### src/hdl/angle_bracket_frame_receiver_unit_defines.svh
// assertion macros for the angle bracket frame receiver
`ifndef ANGLE_BRACKET_FRAME_RECEIVER_UNIT_DEFINES_SVH
`define ANGLE_BRACKET_FRAME_RECEIVER_UNIT_DEFINES_SVH

`ifndef ASSERT_OFF
// property checked on a given clock, off while reset is low
`define ABFR_ASSERT_CLK(lbl, clk, rst_n, prop, msg) \
  lbl: assert property (@(posedge clk) disable iff (!rst_n) prop) else $error(msg);
// shorthand on the block clock and reset
`define ABFR_ASSERT(lbl, prop, msg) \
  `ABFR_ASSERT_CLK(lbl, clk_i, rst_ni, prop, msg)
`else
`define ABFR_ASSERT_CLK(lbl, clk, rst_n, prop, msg)
`define ABFR_ASSERT(lbl, prop, msg)
`endif

`endif

### src/hdl/abfr_pkg.sv
// shared constants, types and helpers of the angle bracket frame receiver
package abfr_pkg;

  localparam int unsigned PayloadDepthDefault = 10;

  localparam logic [7:0] StartMark = 8'h3C;
  localparam logic [7:0] EndMark   = 8'h0D;
  localparam logic [7:0] PlusChar  = 8'h2B;
  localparam logic [7:0] MinusChar = 8'h2D;
  localparam logic [7:0] ZeroChar  = 8'h30;
  localparam logic [7:0] NineChar  = 8'h39;
  localparam logic [7:0] SpaceChar = 8'h20;
  localparam logic [7:0] TabChar   = 8'h09;

  localparam logic [34:0] MagLimitPos = 35'd2147483647;
  localparam logic [34:0] MagLimitNeg = 35'd2147483648;

  localparam int unsigned OutDataW = 40;

  typedef enum logic [2:0] {
    ST_IDLE  = 3'b001,
    ST_PARSE = 3'b010,
    ST_DONE  = 3'b100
  } abfr_state_e;

  function automatic logic is_blank(input logic [7:0] c);
    is_blank = (c == SpaceChar) || ((c >= TabChar) && (c <= EndMark));
  endfunction

  function automatic logic is_digit(input logic [7:0] c);
    is_digit = (c >= ZeroChar) && (c <= NineChar);
  endfunction

endpackage

### src/hdl/angle_bracket_frame_receiver_unit.sv
// angle bracket frame receiver: payload memory, decimal parser, output register
// a plain byte or a start marker only updates the store or the selector, nothing is emitted
// a CR byte starts a walk over the payload memory, the parser taking the bytes in order:
// one read of the payload memory per cycle through its single read port
// throughput: one byte per cycle while idle; after a CR no byte is taken until its result is registered
// reset: asynchronous active low, store reads as zero via per-entry valid bits
`include "angle_bracket_frame_receiver_unit_defines.svh"

module angle_bracket_frame_receiver_unit #(
  parameter int unsigned PAYLOAD_DEPTH = abfr_pkg::PayloadDepthDefault
) (
  input  logic                          clk_i,
  input  logic                          rst_ni,
  input  logic                          s_axis_tvalid,
  output logic                          s_axis_tready,
  input  logic [7:0]                    s_axis_tdata,   // [7:0] rx_byte
  output logic                          m_axis_tvalid,
  input  logic                          m_axis_tready,
  output logic [abfr_pkg::OutDataW-1:0] m_axis_tdata    // [7:0] option_byte, [39:8] parsed_value
);
  import abfr_pkg::*;

  localparam int unsigned PosW = (PAYLOAD_DEPTH > 1) ? $clog2(PAYLOAD_DEPTH) : 1;
  localparam logic [PosW-1:0] LastPos = PosW'(PAYLOAD_DEPTH - 1);

  abfr_state_e state_q, state_d;

  logic [PosW-1:0]          wpos_q;
  logic                     expect_sel_q;
  logic                     wrapped_q;
  logic [7:0]               sel_q;
  logic [PAYLOAD_DEPTH-1:0] vld_q;

  logic [7:0] mem_q [PAYLOAD_DEPTH];
  logic [7:0] rd_data_q;
  logic       rd_ok_q;

  logic [PosW-1:0] rd_addr_q;
  logic            issue_q;
  logic            rd_vld_q;
  logic            last_q;

  logic        seen_q;
  logic        stop_q;
  logic        neg_q;
  logic [31:0] mag_q;

  logic        out_valid_q;
  logic [7:0]  out_opt_q;
  logic [31:0] out_val_q;

  logic        in_fire;
  logic        is_start, is_end, is_store;
  logic [7:0]  cur_byte;
  logic [34:0] mag_ext, mag_limit, mag_step;
  logic [31:0] mag_sat;
  logic        take_digit, take_sign, now_stop;
  logic        out_free;

  assign s_axis_tready = (state_q == ST_IDLE);
  assign in_fire       = s_axis_tvalid && s_axis_tready;
  assign is_start      = (s_axis_tdata == StartMark);
  assign is_end        = (s_axis_tdata == EndMark);
  assign is_store      = in_fire && !is_start && !is_end && !expect_sel_q;

  assign out_free      = !out_valid_q || m_axis_tready;
  assign m_axis_tvalid = out_valid_q;
  assign m_axis_tdata  = {out_val_q, out_opt_q};

  // byte under the parser, never-written entries read as zero
  assign cur_byte = rd_ok_q ? rd_data_q : 8'h00;

  always_comb begin
    take_digit = 1'b0;
    take_sign  = 1'b0;
    now_stop   = 1'b0;
    if (rd_vld_q && !stop_q) begin
      if (!seen_q) begin
        if (is_blank(cur_byte)) begin
          take_sign = 1'b0;
        end else if (cur_byte == PlusChar || cur_byte == MinusChar) begin
          take_sign = 1'b1;
        end else if (is_digit(cur_byte)) begin
          take_digit = 1'b1;
        end else begin
          now_stop = 1'b1;
        end
      end else if (is_digit(cur_byte)) begin
        take_digit = 1'b1;
      end else begin
        now_stop = 1'b1;
      end
    end
  end

  // mag * 10 + digit, clamped to the limit of the sign
  assign mag_ext   = 35'(mag_q);
  assign mag_limit = neg_q ? MagLimitNeg : MagLimitPos;
  assign mag_step  = (mag_ext << 3) + (mag_ext << 1) + 35'(cur_byte - ZeroChar);
  assign mag_sat   = (mag_step > mag_limit) ? mag_limit[31:0] : mag_step[31:0];

  always_comb begin
    state_d = state_q;
    unique case (state_q)
      ST_IDLE: begin
        if (in_fire && is_end) begin
          state_d = ST_PARSE;
        end
      end
      ST_PARSE: begin
        if (last_q) begin
          state_d = ST_DONE;
        end
      end
      ST_DONE: begin
        if (out_free) begin
          state_d = ST_IDLE;
        end
      end
      default: state_d = ST_IDLE;
    endcase
  end

  // payload memory, no reset
  always_ff @(posedge clk_i) begin
    if (is_store) begin
      mem_q[wpos_q] <= s_axis_tdata;
    end
    if (issue_q) begin
      rd_data_q <= mem_q[rd_addr_q];
    end
  end

  always_ff @(posedge clk_i or negedge rst_ni) begin
    if (!rst_ni) begin
      state_q      <= ST_IDLE;
      wpos_q       <= '0;
      expect_sel_q <= 1'b0;
      wrapped_q    <= 1'b0;
      sel_q        <= 8'h00;
      vld_q        <= '0;
      rd_ok_q      <= 1'b0;
      rd_addr_q    <= '0;
      issue_q      <= 1'b0;
      rd_vld_q     <= 1'b0;
      last_q       <= 1'b0;
      seen_q       <= 1'b0;
      stop_q       <= 1'b0;
      neg_q        <= 1'b0;
      mag_q        <= '0;
      out_valid_q  <= 1'b0;
      out_opt_q    <= 8'h00;
      out_val_q    <= '0;
    end else begin
      state_q <= state_d;

      if (in_fire) begin
        if (is_start) begin
          wpos_q       <= '0;
          expect_sel_q <= 1'b1;
          wrapped_q    <= 1'b0;
        end else if (is_end) begin
          // zero fill of the unwritten tail
          if (!wrapped_q) begin
            for (int k = 0; k < PAYLOAD_DEPTH; k++) begin
              if (PosW'(k) >= wpos_q) begin
                vld_q[k] <= 1'b0;
              end
            end
          end
          rd_addr_q <= '0;
          issue_q   <= 1'b1;
          seen_q    <= 1'b0;
          stop_q    <= 1'b0;
          neg_q     <= 1'b0;
          mag_q     <= '0;
        end else if (expect_sel_q) begin
          sel_q        <= s_axis_tdata;
          expect_sel_q <= 1'b0;
        end else begin
          vld_q[wpos_q] <= 1'b1;
          if (wpos_q == LastPos) begin
            wpos_q    <= '0;
            wrapped_q <= 1'b1;
          end else begin
            wpos_q <= wpos_q + 1'b1;
          end
        end
      end

      // read walk over the store
      if (issue_q) begin
        rd_ok_q <= vld_q[rd_addr_q];
        if (rd_addr_q == LastPos) begin
          issue_q <= 1'b0;
        end else begin
          rd_addr_q <= rd_addr_q + 1'b1;
        end
      end
      rd_vld_q <= issue_q;
      last_q   <= issue_q && (rd_addr_q == LastPos);

      if (take_sign) begin
        seen_q <= 1'b1;
        neg_q  <= (cur_byte == MinusChar);
      end
      if (take_digit) begin
        seen_q <= 1'b1;
        mag_q  <= mag_sat;
      end
      if (now_stop) begin
        stop_q <= 1'b1;
      end

      if (state_q == ST_DONE && out_free) begin
        out_valid_q <= 1'b1;
        out_opt_q   <= sel_q;
        out_val_q   <= neg_q ? (32'd0 - mag_q) : mag_q;
      end else if (m_axis_tready) begin
        out_valid_q <= 1'b0;
      end
    end
  end

  `ABFR_ASSERT(a_no_accept_in_walk, s_axis_tready |-> (!issue_q && !rd_vld_q && !last_q), "byte accepted during payload walk")
  `ABFR_ASSERT(a_cr_starts_walk, (in_fire && is_end) |=> (state_q == ST_PARSE && issue_q && rd_addr_q == '0), "CR did not start the walk")
  `ABFR_ASSERT(a_result_from_done, $rose(m_axis_tvalid) |-> ($past(state_q) == ST_DONE), "result raised outside done")
  `ABFR_ASSERT_CLK(a_last_ends_issue, clk_i, rst_ni, last_q |-> (!issue_q && rd_vld_q), "walk end out of order")

endmodule

### config.mk
export PLATFORM = sky130hd
export DESIGN_NAME = angle_bracket_frame_receiver_unit
export DESIGN_NICKNAME = d
export VERILOG_FILES = /design/src/hdl/abfr_pkg.sv /design/src/hdl/angle_bracket_frame_receiver_unit.sv
export VERILOG_INCLUDE_DIRS = /design/src /design/src/hdl
export SDC_FILE = /design/constraint.sdc
export NUM_CORES = 1
export LEC_CHECK = 0
export BUFFER_PORTS_ARGS = -buffer_cell sky130_fd_sc_hd__buf_2
export CAP_MARGIN = 5
export CORE_MARGIN = 2
export CORE_UTILIZATION = 60
export DETAILED_ROUTE_END_ITERATION = 10
export GPL_TIMING_DRIVEN = 0
export PLACE_DENSITY = 0.78
export RECOVER_POWER = 25
export SLEW_MARGIN = 20
export SYNTH_ARGS = -nofsm -noshare
export SYNTH_HDL_FRONTEND = slang
export SYNTH_SLANG_ARGS = --single-unit
### constraint.sdc
create_clock -name clk_i -period 21.2 [get_ports clk_i]
set_input_delay 4.24 -clock clk_i [delete_from_list [all_inputs] [get_ports clk_i]]
set_output_delay 4.24 -clock clk_i [all_outputs]
set_load 0.005 [all_outputs]
==> metrics.txt <==
status complete, but fails checks; failing checks max-capacitance violations, max-slew violations; Ports 54; Sink Count just under 200; post-route ant nets 0; area of the multi-input gates slightly above 6000 sq um; Post-CTS Resized 0; Synth Net Count approximately 1,100; Worst setup SP type input port; GRT Overall Usage 0.286; Arr. time, crit path slightly below 7000 ps; core area about 19,000 sq um; vias in the first global route 8,789; post-route cell area 13,000 sq um; final-report hold violation count 0; hold_buf cts 0; Hold Crit Class flop to flop; worst r2r src rd_data_q[4]$_DFFE_PP_; Wirelength per Cell roughly 21 um; Pleak around 5.7 nW; Vias per Instance about 6.3; net switching fraction of the power 0.251; Area contributors post-synth dfrtp_1 23%, edfxtp_1 23%, ha_1 8.0%; DR pass1 iterations 5; Post-synth EDFFs 88; Area Overhead vs Synth 11.2%; synth unique cells 74; Synth async-reset ratio 0.558; Comb power frac 0.012; HPWL after DPL slightly above 20 mm; nets@finish around 1,200; CTS tree yes; CTS buffer count 17; Clk pwr share 0.463; Worst-path clk slew around 80 ps; max-slew violation count 51; layout cells sized above 1 0.124; Hold Startpoint out_val_q[18]$_DFFE_PN0P_; Worst-Skew Late Latency between 400 and 500 ps; unrepaired setup endpoints after global routing no; top-count cell post-synth dfrtp_1; Setup Skew 20.5 ps; max cap viols 1; Syn Inst Count between 1,000 and 1,500; period utilization 0.318; postcts setup bufs 0; detailed-route via count between 8,000 and 9,000; min Tclk post-route between 6000 and 7000 ps; CTS Root Cell clkbuf_16; IO Port Bufs 53; largest area contributor in the netlist dfrtp_1; drc violations 0; Die Span X 144 um; final-layout fill cell count ~1,500; Seq cells post-synth 199; H-tree lvl count 4; Int Power between 0.5 and 0.6 mW; Yosys Warn Count 0; # rows between 50 and 60; mean post-synth cell area ~11 sq um; CP Launch Point s_axis_tdata[6]; Yosys top cell area share 0.235; most frequent cells after synthesis 110 x dfrtp_1, 96 x nand2_1, 88 x edfxtp_1; die area approximately 21,000 sq um; register area about 5400 sq um; register area share after synthesis 0.462; iteration-0 DRC count of the detailed router between 600 and 700; CP Class input port to flop; initial antenna violation count 0; Post-Syn Area between 10,000 and 15,000 sq um; largest net degree at the start of global routing 62; NetSw 0.192 mW; P per Cell Area roughly 60 nW/um^2; Initial Utilization 0.607; Post-synth top flop dfrtp_1; GPL Wtd Cong 0.915; Setup TNS Final 0 ps; grt ovf 0; Ant. Diodes 0; CP endpoint kind flop; Setup-failing EPs final 0; first-pass GRT wire length around 45 mm; Max VDD drop between 0.00006 and 0.00007 V; sequential share of power 0.525; Slew headroom -0.919; CP Max Fanout 12; WP data required roughly 21,000 ps; CTS Buffer Depth 2; worst slew pin tran between 2000 and 3000 ps; Max Clock Freq roughly 150 MHz; die height around 140 um; post-placement cell area roughly 12,000 sq um; total wire length around 28 mm
-- critical path, stage by stage --
cell and delay [ps]:
clkbuf_1 420, nor4bb_1 200, and4b_1 320, nand3b_1 320
nor3_1 430, clkbuf_1 410, and3_1 510
-- final timing paths --
kind                                                   to  slack (ps)  cells after the start
worst max-delay path                mem_q[7][4]$_DFFE_PP_       14460                      7
worst min-delay path            out_val_q[18]$_DFFE_PN0P_         480                      2
worst max register to register      mag_q[30]$_DFFE_PN0P_       14640                     22
worst min register to register  out_val_q[18]$_DFFE_PN0P_         480                      2
max in group asynchronous           mag_q[18]$_DFFE_PN0P_       14850                      1
min in group asynchronous        expect_sel_q$_DFFE_PN0P_        4710                      1
-- power by group through the flow --
stage | registers [mW] | logic (mW) | clock network (mW)
floorplan | 0.411 | 0.000307 | 0
global placement | 0.410 | 0.00855 | 0
detailed placement | 0.410 | 0.00960 | 0
CTS | 0.402 | 0.00970 | 0.358
global route | 0.402 | 0.0104 | 0.372
finish | 0.402 | 0.00898 | 0.354
-- layout make-up --
cell class	instances	share of cell area
Clock inverter	15	0.0178
Clock buffer	17	0.0326
Inverter	20	0.00575
Tap cell	265	0.0254
Timing Repair Buffer	55	0.0240
Multi-Input combinational cell	766	0.466
Sequential cell	199	0.416
Buffer	38	0.0129
-- metal layers --
metal	share of wire	vias up	global-route usage	wire length, um
met1	0.40	4319	0.342	11400
li1	-	4036	-	-
met4	0.037	0	0.122	1060
met2	0.52	274	0.511	14600
met3	0.044	75	0.0470	1230
met5	0	-	0	0
-- sequential cells by signal (all words and copies together) (netlist names), 3 cells and up --
name	cells
mag_q	32
mem_q	80
out_opt_q	8
out_val_q	32
rd_addr_q	4
rd_data_q	8
sel_q	8
state_q	3
vld_q	10
wpos_q	4
-- kinds of logic after synthesis --
family	count (synthesis)	share of synthesized area
AO/OA/AOI/OAI	284	0.163
AND/OR/NAND/NOR	267	0.114
flip-flops	199	0.462
adder cells (fa/ha/maj)	106	0.133
XOR/XNOR	63	0.0470
buffers and inverters	58	0.0208
multiplexers	46	0.0602
-- stage by stage --
step / util / hold slack [ps] / cells / worst slack (ps) / power [mW]
2_1_floorplan: - / 450 / 1023 / 13390 / 0.411
3_3_place_gp: 0.638 / 458 / 1341 / 11280 / 0.419
3_5_place_dp: 0.641 / 465 / 1343 / 14250 / 0.420
4_1_cts: 0.676 / 482 / 1375 / 14700 / 0.769
5_1_grt: 0.675 / 500 / 1375 / 14220 / 0.785
6_report: 0.675 / 476 / 1375 / 14460 / 0.766
-- cell usage in the layout, fill, tap and decap left out, types with 6 or more instances in the layout --
| cell | synthesis | layout |
|---|---|---|
| dfrtp_1 | 110 | 109 |
| nand2_1 | 96 | 96 |
| edfxtp_1 | 88 | 88 |
| ha_1 | 75 | 75 |
| o21ai_0 | 69 | 68 |
| a21oi_1 | 68 | 68 |
| buf_2 | 3 | 50 |
| xor2_1 | 41 | 41 |
| nor2_1 | 39 | 39 |
| clkbuf_1 | 24 | 33 |
| a221o_1 | 31 | 31 |
| fa_1 | 31 | 31 |
| nand3_1 | 25 | 25 |
| xnor2_1 | 22 | 22 |
| inv_1 | 20 | 20 |
| mux4_2 | 18 | 18 |
| mux2_2 | 17 | 17 |
| clkbuf_16 | 0 | 17 |
| a21o_1 | 16 | 16 |
| a211oi_1 | 16 | 16 |
| and3_1 | 16 | 16 |
| nor2b_1 | 15 | 15 |
| nand4_1 | 14 | 14 |
| o31ai_1 | 12 | 12 |
| mux2i_1 | 11 | 11 |
| o211ai_1 | 10 | 10 |
| nor3_1 | 9 | 9 |
| nand2b_1 | 8 | 8 |
| a31oi_1 | 8 | 8 |
| inv_12 | 0 | 8 |
| nor3b_1 | 6 | 6 |
| o21a_1 | 6 | 6 |
| o41ai_1 | 6 | 6 |
| or4_1 | 6 | 6 |
(Power assumes the default switching activity.)
